===== config.mk =====
export PLATFORM = sky130hd
export DESIGN_NAME = deadband_actuator_drive
export DESIGN_NICKNAME = d
export VERILOG_FILES = /design/src/sv/dad_pkg.sv /design/src/sv/dad_front.sv /design/src/sv/dad_fifo.sv /design/src/sv/dad_back.sv /design/src/sv/deadband_actuator_drive.sv
export SDC_FILE = /design/constraint.sdc
export NUM_CORES = 1
export LEC_CHECK = 0
export CORE_UTILIZATION = 50
export CTS_CLUSTER_SIZE = 16
export DETAILED_ROUTE_END_ITERATION = 8
export DONT_BUFFER_PORTS = 1
export PLACE_DENSITY_LB_ADDON = 0.12
export SYNTH_ARGS = -nofsm -noshare
export SYNTH_HDL_FRONTEND = slang
export SYNTH_SLANG_ARGS = --single-unit
export TNS_END_PERCENT = 30

===== constraint.sdc =====
create_clock -name clk_i -period 5.2 [get_ports clk_i]
set_input_delay 0.52 -clock clk_i [delete_from_list [all_inputs] [get_ports clk_i]]
set_output_delay 0.52 -clock clk_i [all_outputs]
set_load 0.1 [all_outputs]

===== src/sv/dad_pkg.sv =====
`default_nettype none
package dad_pkg;

  localparam int unsigned DutyW = 7;
  localparam int unsigned StepW = 6;
  localparam int unsigned LimW  = 8;

  localparam logic [DutyW-1:0] DutyCeil = 7'd100;
  localparam logic [StepW-1:0] StepMin  = 6'd10;
  localparam logic [StepW-1:0] StepMax  = 6'd50;

  typedef enum logic [1:0] {
    DRIVE_STOP  = 2'd0,
    DRIVE_RAISE = 2'd1,
    DRIVE_LOWER = 2'd2
  } drive_e;

  typedef enum logic [2:0] {
    CFG_DEADBAND   = 3'd0,
    CFG_NEAR_LIMIT = 3'd1,
    CFG_MID_LIMIT  = 3'd2,
    CFG_LOW_DUTY   = 3'd3,
    CFG_MID_DUTY   = 3'd4,
    CFG_MAX_DUTY   = 3'd5,
    CFG_RAMP_STEP  = 3'd6
  } cfg_idx_e;

  typedef struct packed {
    logic [LimW-1:0]  deadband;
    logic [LimW-1:0]  near_limit;
    logic [LimW-1:0]  mid_limit;
    logic [DutyW-1:0] low_duty;
    logic [DutyW-1:0] mid_duty;
    logic [DutyW-1:0] max_duty;
    logic [StepW-1:0] ramp_step;
  } cfg_t;

  // one classified item handed from the front to the back
  typedef struct packed {
    drive_e           drive;
    logic [DutyW-1:0] goal;
    logic             ramp;
  } cmd_t;

endpackage
`default_nettype wire


===== src/sv/dad_front.sv =====
`default_nettype none
module dad_front
  import dad_pkg::*;
#(
  parameter int unsigned POS_WIDTH = 12
) (
  input  wire logic                        clk_i,
  input  wire logic                        rst_ni,
  input  wire cfg_t                        cfg_i,
  input  wire logic                        in_valid_i,
  output logic                             in_ready_o,
  input  wire logic signed [POS_WIDTH-1:0] measured_i,
  input  wire logic signed [POS_WIDTH-1:0] target_i,
  output logic                             push_o,
  output cmd_t                             cmd_o,
  input  wire logic                        full_i
);

  logic                        in_valid_q, in_valid_d;
  logic signed [POS_WIDTH-1:0] meas_q, targ_q;
  drive_e                      dir_q, dir_d;

  logic signed [POS_WIDTH:0]   diff;
  logic        [POS_WIDTH:0]   err;
  logic        [DutyW-1:0]     sel_duty;
  logic        [DutyW-1:0]     goal;
  drive_e                      new_dir;
  logic                        in_band;
  logic                        accept;

  assign in_ready_o = !in_valid_q || !full_i;
  assign accept     = in_valid_i && in_ready_o;
  assign push_o     = in_valid_q && !full_i;

  always_comb begin
    diff    = {meas_q[POS_WIDTH-1], meas_q} - {targ_q[POS_WIDTH-1], targ_q};
    err     = diff[POS_WIDTH] ? (~diff + 1'b1) : diff;
    in_band = err <= (POS_WIDTH+1)'(cfg_i.deadband);
    new_dir = diff[POS_WIDTH] ? DRIVE_RAISE : DRIVE_LOWER;
    priority if (err < (POS_WIDTH+1)'(cfg_i.near_limit)) begin
      sel_duty = cfg_i.low_duty;
    end else if (err < (POS_WIDTH+1)'(cfg_i.mid_limit)) begin
      sel_duty = cfg_i.mid_duty;
    end else begin
      sel_duty = cfg_i.max_duty;
    end
    goal = (sel_duty > DutyCeil) ? DutyCeil : sel_duty;

    if (in_band) begin
      cmd_o.drive = DRIVE_STOP;
      cmd_o.goal  = '0;
      cmd_o.ramp  = 1'b0;
    end else begin
      cmd_o.drive = new_dir;
      cmd_o.goal  = goal;
      cmd_o.ramp  = new_dir != dir_q;
    end

    dir_d = dir_q;
    if (push_o) begin
      dir_d = cmd_o.drive;
    end

    in_valid_d = in_valid_q;
    if (accept) begin
      in_valid_d = 1'b1;
    end else if (push_o) begin
      in_valid_d = 1'b0;
    end
  end

  always_ff @(posedge clk_i or negedge rst_ni) begin
    if (!rst_ni) begin
      in_valid_q <= 1'b0;
      dir_q      <= DRIVE_STOP;
    end else begin
      in_valid_q <= in_valid_d;
      dir_q      <= dir_d;
    end
  end

  always_ff @(posedge clk_i) begin
    if (accept) begin
      meas_q <= measured_i;
      targ_q <= target_i;
    end
  end

endmodule
`default_nettype wire


===== src/sv/dad_fifo.sv =====
`default_nettype none
module dad_fifo
  import dad_pkg::*;
#(
  parameter int unsigned DEPTH = 4
) (
  input  wire logic clk_i,
  input  wire logic rst_ni,
  input  wire logic push_i,
  input  wire cmd_t push_data_i,
  output logic      full_o,
  input  wire logic pop_i,
  output cmd_t      pop_data_o,
  output logic      empty_o
);

  localparam int unsigned PtrW = (DEPTH > 1) ? $clog2(DEPTH) : 1;
  localparam int unsigned CntW = $clog2(DEPTH + 1);
  localparam logic [PtrW-1:0] LastPtr = PtrW'(DEPTH - 1);
  localparam logic [CntW-1:0] FullCnt = CntW'(DEPTH);

  cmd_t            mem_q [DEPTH];
  logic [PtrW-1:0] wr_ptr_q, rd_ptr_q;
  logic [CntW-1:0] count_q;
  logic            do_push, do_pop;

  assign full_o     = count_q == FullCnt;
  assign empty_o    = count_q == '0;
  assign do_push    = push_i && !full_o;
  assign do_pop     = pop_i && !empty_o;
  assign pop_data_o = mem_q[rd_ptr_q];

  always_ff @(posedge clk_i or negedge rst_ni) begin
    if (!rst_ni) begin
      wr_ptr_q <= '0;
      rd_ptr_q <= '0;
      count_q  <= '0;
    end else begin
      if (do_push) begin
        wr_ptr_q <= (wr_ptr_q == LastPtr) ? '0 : wr_ptr_q + 1'b1;
      end
      if (do_pop) begin
        rd_ptr_q <= (rd_ptr_q == LastPtr) ? '0 : rd_ptr_q + 1'b1;
      end
      if (do_push && !do_pop) begin
        count_q <= count_q + 1'b1;
      end else if (do_pop && !do_push) begin
        count_q <= count_q - 1'b1;
      end
    end
  end

  always_ff @(posedge clk_i) begin
    if (do_push) begin
      mem_q[wr_ptr_q] <= push_data_i;
    end
  end

endmodule
`default_nettype wire


===== src/sv/dad_back.sv =====
`default_nettype none
module dad_back
  import dad_pkg::*;
(
  input  wire logic             clk_i,
  input  wire logic             rst_ni,
  input  wire cfg_t             cfg_i,
  input  wire logic             empty_i,
  input  wire cmd_t             cmd_i,
  output logic                  pop_o,
  output logic                  out_valid_o,
  input  wire logic             out_ready_i,
  output drive_e                drive_o,
  output logic [DutyW-1:0]      duty_o,
  output logic                  last_o
);

  logic             busy_q, busy_d;
  cmd_t             cmd_q;
  logic [DutyW-1:0] level_q;
  logic             out_valid_q, out_valid_d;
  drive_e           drive_q;
  logic [DutyW-1:0] duty_q;
  logic             last_q;

  logic [StepW-1:0] step;
  logic [DutyW:0]   sum;
  logic             fin;
  logic [DutyW-1:0] cur_duty;
  logic             load;

  always_comb begin
    priority if (cfg_i.ramp_step < StepMin) begin
      step = StepMin;
    end else if (cfg_i.ramp_step > StepMax) begin
      step = StepMax;
    end else begin
      step = cfg_i.ramp_step;
    end
    sum      = {1'b0, level_q} + (DutyW+1)'(step);
    fin      = cmd_q.ramp ? (sum > {1'b0, cmd_q.goal}) : 1'b1;
    cur_duty = cmd_q.ramp ? level_q : cmd_q.goal;
    load     = busy_q && (!out_valid_q || out_ready_i);
    pop_o    = !busy_q && !empty_i;

    busy_d = busy_q;
    if (pop_o) begin
      busy_d = 1'b1;
    end else if (load && fin) begin
      busy_d = 1'b0;
    end

    out_valid_d = out_valid_q;
    if (load) begin
      out_valid_d = 1'b1;
    end else if (out_ready_i) begin
      out_valid_d = 1'b0;
    end
  end

  always_ff @(posedge clk_i or negedge rst_ni) begin
    if (!rst_ni) begin
      busy_q      <= 1'b0;
      out_valid_q <= 1'b0;
    end else begin
      busy_q      <= busy_d;
      out_valid_q <= out_valid_d;
    end
  end

  always_ff @(posedge clk_i) begin
    if (pop_o) begin
      cmd_q   <= cmd_i;
      level_q <= '0;
    end else if (load && !fin) begin
      level_q <= sum[DutyW-1:0];
    end
    if (load) begin
      drive_q <= cmd_q.drive;
      duty_q  <= cur_duty;
      last_q  <= fin;
    end
  end

  assign out_valid_o = out_valid_q;
  assign drive_o     = drive_q;
  assign duty_o      = duty_q;
  assign last_o      = last_q;

  // a stopped drive always carries zero duty and closes its transaction run
  a_stop_zero: assert property (@(posedge clk_i) disable iff (!rst_ni)
    out_valid_q && (drive_q == DRIVE_STOP) |-> (duty_q == '0) && last_q)
    else $error("stop result with non-zero duty or without last");

  a_duty_ceil: assert property (@(posedge clk_i) disable iff (!rst_ni)
    out_valid_q |-> duty_q <= DutyCeil)
    else $error("duty above ceiling");

  a_ramp_climb: assert property (@(posedge clk_i) disable iff (!rst_ni)
    load && cmd_q.ramp && !fin |=> level_q == $past(sum[DutyW-1:0]))
    else $error("ramp level did not advance by one step");

  a_no_pop_busy: assert property (@(posedge clk_i) disable iff (!rst_ni)
    busy_q |-> !pop_o)
    else $error("queue popped while a command is in progress");

endmodule
`default_nettype wire


===== src/sv/deadband_actuator_drive.sv =====
`default_nettype none
// Deadband actuator drive. Each input transaction carries a measured and a
// target position; the front stage registers it, forms the absolute error and
// classifies it (stop inside the deadband, else raise or lower with a low, mid
// or max duty), then pushes the command into a short queue. The back stage
// emits one result per cycle within a command while the output is not stalled:
// a single result when the direction is unchanged or the drive stops, or a
// ramp 0, step, 2*step ... (up to 11 results) after a change of direction.
// Each item takes a queue pop, then one result load per result; the back stage
// sets the sustained rate. The first result follows the front input register,
// the queue, the back command register and the output register. Configuration
// writes are always accepted and must only be made while the block is idle.
module deadband_actuator_drive
  import dad_pkg::*;
#(
  parameter int unsigned POS_WIDTH  = 12,
  parameter int unsigned FIFO_DEPTH = 4
) (
  input  wire logic                                      clk_i,
  input  wire logic                                      rst_ni,
  input  wire logic                                      s_axis_tvalid_i,
  output logic                                           s_axis_tready_o,
  // measured, target
  input  wire logic [((2 * POS_WIDTH + 7) / 8) * 8 - 1:0] s_axis_tdata_i,
  output logic                                           m_axis_tvalid_o,
  input  wire logic                                      m_axis_tready_i,
  // drive, duty_pct
  output logic [((2 + DutyW + 7) / 8) * 8 - 1:0]         m_axis_tdata_o,
  output logic                                           m_axis_tlast_o,
  input  wire logic                                      cfg_valid_i,
  output logic                                           cfg_ready_o,
  input  wire logic [2:0]                                cfg_index_i,
  input  wire logic [LimW-1:0]                           cfg_data_i
);

  localparam int unsigned OutBits  = 2 + DutyW;
  localparam int unsigned OutDataW = ((OutBits + 7) / 8) * 8;

  cfg_t   cfg_q;
  logic   push, full, pop, empty;
  cmd_t   push_cmd, pop_cmd;
  drive_e drive;
  logic [DutyW-1:0] duty;

  assign cfg_ready_o = 1'b1;

  always_ff @(posedge clk_i or negedge rst_ni) begin
    if (!rst_ni) begin
      cfg_q.deadband   <= 8'd2;
      cfg_q.near_limit <= 8'd5;
      cfg_q.mid_limit  <= 8'd10;
      cfg_q.low_duty   <= 7'd20;
      cfg_q.mid_duty   <= 7'd30;
      cfg_q.max_duty   <= 7'd60;
      cfg_q.ramp_step  <= 6'd10;
    end else if (cfg_valid_i && cfg_ready_o) begin
      unique case (cfg_index_i)
        CFG_DEADBAND:   cfg_q.deadband   <= cfg_data_i;
        CFG_NEAR_LIMIT: cfg_q.near_limit <= cfg_data_i;
        CFG_MID_LIMIT:  cfg_q.mid_limit  <= cfg_data_i;
        CFG_LOW_DUTY:   cfg_q.low_duty   <= cfg_data_i[DutyW-1:0];
        CFG_MID_DUTY:   cfg_q.mid_duty   <= cfg_data_i[DutyW-1:0];
        CFG_MAX_DUTY:   cfg_q.max_duty   <= cfg_data_i[DutyW-1:0];
        CFG_RAMP_STEP:  cfg_q.ramp_step  <= cfg_data_i[StepW-1:0];
        default: ;
      endcase
    end
  end

  dad_front #(
    .POS_WIDTH (POS_WIDTH)
  ) u_front (
    .clk_i      (clk_i),
    .rst_ni     (rst_ni),
    .cfg_i      (cfg_q),
    .in_valid_i (s_axis_tvalid_i),
    .in_ready_o (s_axis_tready_o),
    .measured_i (s_axis_tdata_i[POS_WIDTH-1:0]),
    .target_i   (s_axis_tdata_i[2*POS_WIDTH-1:POS_WIDTH]),
    .push_o     (push),
    .cmd_o      (push_cmd),
    .full_i     (full)
  );

  dad_fifo #(
    .DEPTH (FIFO_DEPTH)
  ) u_fifo (
    .clk_i       (clk_i),
    .rst_ni      (rst_ni),
    .push_i      (push),
    .push_data_i (push_cmd),
    .full_o      (full),
    .pop_i       (pop),
    .pop_data_o  (pop_cmd),
    .empty_o     (empty)
  );

  dad_back u_back (
    .clk_i       (clk_i),
    .rst_ni      (rst_ni),
    .cfg_i       (cfg_q),
    .empty_i     (empty),
    .cmd_i       (pop_cmd),
    .pop_o       (pop),
    .out_valid_o (m_axis_tvalid_o),
    .out_ready_i (m_axis_tready_i),
    .drive_o     (drive),
    .duty_o      (duty),
    .last_o      (m_axis_tlast_o)
  );

  assign m_axis_tdata_o = OutDataW'({duty, drive});

endmodule
`default_nettype wire

==> results by group, run 1 <==
Logic synthesis
  – Yosys warnings: 0
  – Top-count cell post-synth: edfxtp_1
  – Post-Syn Area per Cell: approximately 12 µm²
  – Yosys cell types: slightly above 70
  – Synth Cell Area: around 8000 µm²
  – Synth Register Bits: 154
  – Post-synth ARST share: 0.4091
  – Main synth FF type: edfxtp_1
  – Share of the synthesized area in the top cell type: 0.3160
  – EDFF count, synth: 84
  – Seq/Total Area, Yosys: 0.5338
  – Cell taking the most area after synthesis: edfxtp_1
  – Top post-synthesis cells by count: edfxtp_1, inv_1, ha_1
  – Synth top area cells: edfxtp_1, dfrtp_1, ha_1
  – Post-Syn Instances: approximately 670

Place
  – Port buffer count: 0
  – Worst slack at placement: roughly 0.41 ns
  – Dpl cells: ~860
  – RePlAce Congestion: around 0.84
  – Hpwl dp: ~11000 µm

Timing
  – Max-slew headroom: 0.2513
  – Hold Violations, Final: 0
  – Fin crit share: 0.9184
  – FMAX: roughly 210 MHz
  – Final TNS setup: 0 ns
  – Tmin final: ~4.8 ns
  – Final setup vio count: 0
  – Setup ws final: between 0.4 and 0.5 ns
  – RSZ-0062 raised after global routing: no
  – Worst-Margin Slew: 1.120 ns
  – WHS: roughly 0.19 ns
  – Final-report max-slew violation count: 0
  – Clock Skew: around 0.0056 ns

Global route
  – Largest net degree at the start of global routing: between 60 and 70
  – Antenna violations before repair: 0
  – GRT Overall Usage: 0.1990
  – Grt ovf: 0
  – First-pass GRT wire length: 24870 µm
  – Number of global-route vias before repair: approximately 5.2k

Setup path
  – CP startpoint kind: flop
  – R2r setup slk: around 0.42 ns
  – R2r endpoint: u_fifo.mem_q[2][1]
  – Crit. End Element: flop
  – Critical path arrival: between 4 and 5 ns
  – Worst Path Required: between 5 and 6 ns
  – FF-to-FF path depth: 20
  – Worst r2r src: u_front.targ_q[0]
  – Worst-path fanout max: 10
  – Critical path class: reg2reg

Detailed routing
  – 1st-iter DRT viols: between 200 and 250
  – DRC: 0
  – Vias: roughly 5.0k
  – Via density: about 5.5
  – Final WL: ~15000 µm
  – Routed len/inst: between 15 and 20 µm
  – Pre-antenna DRT Iters: 4
  – Post-DRT Antenna Nets: 0

Clock tree
  – CTS tree: done
  – CTS Root Cell: clkbuf_16
  – Maximum clock insertion buffer count: 2
  – Post-CTS Setup Bufs: 0
  – CTS buffer count: 17
  – Clock sinks: ~150
  – Clock latency on the worst-skew pair: between 0.4 and 0.5 ns
  – Clock transition at path regs: 0.06 ns
  – H-tree Lvls: 4

Min path
  – Hold path start: s_axis_tdata_i[6]
  – Worst hold path type: in2reg
  – Hold Path End: u_front.meas_q[6]
  – Hold Path Depth: 0

Layout
  – Non-Filler Instances: ~900
  – Register area: 4260 µm²
  – Final core utilization: 0.5745
  – Area Overhead vs Synth: 10.64%
  – Area of the multi-input gates: 3408 µm²
  – Share of cells above drive strength 1: 0.1793
  – # fillers: between 1k and 1.5k
  – NumNets Final: 770
  – Antenna Cells: 0

Pwr
  – PwrDens: roughly 600 nW/µm²
  – Peak VDD IR: ~0.29 mV
  – Flop pwr share: 0.413
  – P_sw: 2.062 mW
  – Leak: between 3 and 4 nW
  – Clock Power Share: 0.231
  – Combinational fraction of design power: 0.357
  – Sw Share: 0.3808
  – Internal power: ~3.4 mW

Floorplanning
  – Core footprint: approximately 15000 µm²
  – Std cell rows: 45
  – Die Span Y: about 130 µm
  – Die area: 16470 µm²
  – Initial Utilization: 0.5193
  – IO Pins: 60
  – Width of the chip: roughly 130 µm

Flow run
  – Max Cap Viol: 0

Run status
  – Status: completed
==> logic make-up (layout without fill, tap and decap cells) <==
family / count (synthesis) / count (layout) / synth area share
compound gates: 137 / 137 / 0.1204
xor+xnor: 22 / 22 / 0.02414
fa+ha+maj: 58 / 58 / 0.09343
buf+inv: 82 / 97 / 0.04327
flops: 154 / 154 / 0.5338
mux: 52 / 52 / 0.08669
other cells: 2 / 8 / 0.0009409
simple gates: 158 / 158 / 0.09735
==> sequential cells by signal, summed over array words and instances (netlist names) <==
signal and count:
u_back.out_valid_o 1, u_back.busy_q 1, u_front.meas_q 12, u_front.targ_q 12, u_front.in_valid_q 1, cfg_q 51, u_back.cmd_q 10, u_back.last_o 1
u_back.drive_o 2, u_back.level_q 7, u_back.duty_o 7, u_fifo.mem_q 40, u_fifo.rd_ptr_q 2, u_fifo.count_q 3, u_fifo.wr_ptr_q 2, u_front.dir_q 2
==> per-layer routing <==
layer  up-vias  wire (µm)  track usage
met5         -          0            0
met4         0        325      0.08166
met3        25        414      0.04532
met2        90       7749       0.3599
met1      2434       6192       0.2271
li1       2407          -            -
==> worst max path at each step <==
| stage | start | endpoint | depth (start not counted) |
|---|---|---|---|
| 2_1_floorplan | u_front.targ_q[0] | u_fifo.mem_q[0][1] | 20 |
| 5_1_grt | u_front.targ_q[0] | u_fifo.mem_q[1][1] | 17 |
| 4_1_cts | u_front.targ_q[0] | u_fifo.mem_q[3][1] | 20 |
| 3_3_place_gp | u_front.targ_q[0] | u_fifo.mem_q[0][1] | 20 |
| 3_5_place_dp | u_front.targ_q[0] | u_fifo.mem_q[1][2] | 20 |
| 6_report | u_front.targ_q[0] | u_fifo.mem_q[2][1] | 20 |
==> critical path: stages (launching register included) <==
cell,delay [ns]
edfxtp_1,0.38
ha_1,0.24
fa_1,0.41
nand2b_1,0.20
a211oi_2,0.37
o211ai_1,0.26
o21ai_1,0.18
buf_4,0.18
nor2_1,0.06
xor2_1,0.23
ha_1,0.30
a21o_1,0.18
a21oi_1,0.13
o21ai_0,0.11
nand3_1,0.11
and2_2,0.25
o21ai_0,0.15
nor3b_1,0.17
a21oi_1,0.15
o21ba_1,0.19
o221a_1,0.27
==> area by class of cell <==
| class | count | area share |
|---|---|---|
| clock buffers | 19 | 0.05256 |
| clock inverters | 13 | 0.01601 |
| inverters | 58 | 0.02465 |
| multi-input cells | 435 | 0.3859 |
| flip-flops and latches | 154 | 0.4824 |
| well taps | 211 | 0.02990 |
| repair buffers | 7 | 0.008501 |
==> timing repair <==
item	CTS	global route
hold endpoints to repair	63	0
setup endpoints to repair	0	12
hold buffers	2	0
gates resized for setup	0	2
==> power by group through the flow <==
stage	Combinational [mW]	Sequential, mW	Clock (mW)
after floorplan	1.57	2.16	0
after CTS	1.94	2.24	1.27
after global routing	2.19	2.28	1.32
after global placement	1.83	2.25	0
after detailed placement	1.91	2.26	0
final	1.93	2.23	1.25
==> placed cells by master (no fill, tap or decap), drive strengths merged, types with 8 or more instances in the layout <==
cell type   n
a21oi      24
edfxtp     84
dfstp      17
ha         54
a21o       10
dfrtp      46
xnor2      10
conb        8
a211oi      9
o21a       13
nand2      50
clkbuf     19
inv        60
xor2       12
nand2b     11
o21ai      42
mux4       10
nor3       15
mux2       37
nor2       41
==> metrics by stage <==
| stage | cell area, µm² | power [mW] |
|---|---|---|
| CTS | 8826 | 5.455 |
| global route | 8831 | 5.797 |
| global placement | 8183 | 4.080 |
| detailed placement | 8183 | 4.176 |
| floorplan | 8004 | 3.732 |
| finish | 8831 | 5.414 |
Note: power is estimated with default switching activity, not from simulation.
==> run 2: changes to the inputs <==
==> constraint.sdc (replaced) <==
create_clock -name clk_i -period 5.6 [get_ports clk_i]
set_input_delay 0.56 -clock clk_i [delete_from_list [all_inputs] [get_ports clk_i]]
set_output_delay 0.56 -clock clk_i [all_outputs]
set_load 0.1 [all_outputs]
==> run 2 against run 1 <==
Against the previous run: the run now ends with negative hold slack left; non-clock buffer count down 1; core utilization fell by 0.19 points; wire length shrank 0.53%; critical path type unchanged.
==> results by group, run 2 (same netlist as run 1, synthesis figures left out) <==
Clock tree
  – H-tree Lvls: 4
  – CTS buffer count: 17
  – Maximum clock insertion buffer count: 2
  – CTS Root Cell: clkbuf_16
  – Clock latency on the worst-skew pair: ~0.42 ns
  – Clock sinks: between 150 and 200
  – Post-CTS Setup Bufs: 0
  – Clock transition at path regs: 0.06 ns
  – CTS tree: done

Setup path
  – Worst-path fanout max: 10
  – Crit. End Element: flop
  – Worst r2r src: u_front.targ_q[0]
  – Worst Path Required: roughly 5.8 ns
  – Critical path class: reg2reg
  – CP cell instances: ha_1, fa_1, nand2b_1, a211oi_2, o211ai_1, o21ai_2, nor2_1, xor2_1, ha_1, a21o_1, a21oi_1, o21ai_0, nand3_1, and2_1, o21ai_0, nor3b_1, a21oi_1, o21ba_1, o221a_1
  – Worst path buffer plus inverter count: 0
  – Top Family by Delay on Critical Path: compound AO/OA/AOI/OAI gates
  – Critical path's largest stage delay: ~0.42 ns
  – Critical path arrival: just over 5 ns
  – CP max stage cell: o21ai_2
  – Crit path from: u_front.targ_q[0]
  – CP startpoint kind: flop

Layout
  – Most common cell after layout, fill and taps aside: edfxtp_1
  – Commonest cells after routing, fill and taps aside: edfxtp_1, inv_1, ha_1
  – Largest reg by FF count: cfg_q
  – Largest regs: cfg_q: 51 flops, u_fifo.mem_q: 40 flops
  – Share of cells above drive strength 1: 0.1684
  – Antenna Cells: 0
  – Non-Filler Instances: just under 900
  – Flip-flop count of the largest register after layout: just over 50
  – NumNets Final: 769
  – Area Overhead vs Synth: 10.28%

Timing
  – RSZ-0062 raised after global routing: no
  – Tmin final: 4.979 ns
  – Hold Violations, Final: 2
  – Max-slew headroom: 0.2471
  – WHS: -0.006792 ns
  – FMAX: between 200 and 250 MHz
  – Worst-Margin Slew: between 1 and 1.5 ns
  – Clock Skew: roughly 0.0045 ns
  – Final TNS setup: 0 ns
  – Final-report max-slew violation count: 0
  – Final setup vio count: 0
  – Fin crit share: 0.8892

Detailed routing
  – Vias: a little under 5k
  – Via density: between 5 and 6
  – 1st-iter DRT viols: 198
  – Pre-antenna DRT Iters: 5
  – Final WL: 14600 µm
  – Routed len/inst: 16.33 µm
  – Post-DRT Antenna Nets: 0
  – DRC: 0

Global route
  – Antenna violations before repair: 0
  – GRT Overall Usage: 0.1985
  – First-pass GRT wire length: between 20000 and 25000 µm
  – Largest net degree at the start of global routing: 64
  – Grt ovf: 0
  – Number of global-route vias before repair: just over 5k

Run status
  – Status: finished, violations left
  – Failing checks: negative hold slack

Floorplanning
  – Die area: 16470 µm²
  – Die Span Y: about 130 µm
  – IO Pins: 60
  – Width of the chip: 128.3 µm
  – Initial Utilization: 0.5193
  – Core footprint: around 15000 µm²
  – Std cell rows: 45

Place
  – Dpl cells: around 860
  – Hpwl dp: 10700 µm
  – Port buffer count: 0
  – RePlAce Congestion: about 0.84

Flow run
  – Max Cap Viol: 0

Pwr
  – Leak: around 3.6 nW
  – PwrDens: about 570 nW/µm²
  – Peak VDD IR: 0.2487 mV

Min path
  – Worst hold path type: in2async
-- run 2: timing repair --
| item | 4_1_cts | 5_1_grt |
|---|---|---|
| resized for setup | 0 | 1 |
| hold buffers | 1 | 0 |
| endpoints found under the hold margin | 63 | 0 |
| endpoints found under the setup margin | 0 | 8 |
-- run 2: path summary, 6_finish.rpt --
kind / cells past startpoint / slack, ns / endpoint
worst max register to register: 19 / 0.62 / u_fifo.mem_q[3][2]
worst min register to register: 0 / 0.43 / u_back.drive_o[0]
min in group clk_i: 0 / 0.23 / u_front.targ_q[0]
worst min-delay path: 1 / -0.007 / cfg_q[46]
max in group asynchronous: 1 / 5.27 / cfg_q[11]
worst max-delay path: 19 / 0.62 / u_fifo.mem_q[3][2]
-- run 2: where the power goes --
group          switching (mW)  internal [mW]
logic                   0.993          0.781
registers               0.449           1.63
clock network           0.433          0.734
-- run 2: layer usage --
layer | up-vias | wire (µm) | global-route usage
met1 | 2410 | 6303 | 0.2243
met4 | 0 | 345 | 0.09204
met3 | 25 | 304 | 0.03784
met2 | 73 | 7650 | 0.3622
met5 | - | 0 | 0
li1 | 2406 | - | -
-- run 2: area by class of cell --
cell class,instances,area (µm²)
Fill cell,1257,6569
Sequential cell,154,4260
Multi-Input combinational cell,435,3407
Clock buffer,20,436.7
Tap cell,211,264.0
Inverter,58,217.7
Clock inverter,10,151.4
Timing Repair Buffer,6,65.06
-- run 2: metrics by stage --
stage          area [µm²]  power [mW]    util  hold WS (ns)  worst slack [ns]
2_1_floorplan        8004       3.466       -        0.2644             1.048
3_5_place_dp         8183       3.868  0.5324        0.2656            0.4700
5_1_grt              8802       5.358  0.5727       0.02038            0.1329
6_report             8802       5.019  0.5727     -0.006792            0.6207
4_1_cts              8798       5.063  0.5724      0.005294            0.4482
3_3_place_gp         8183       3.779  0.5324        0.2670            0.6658
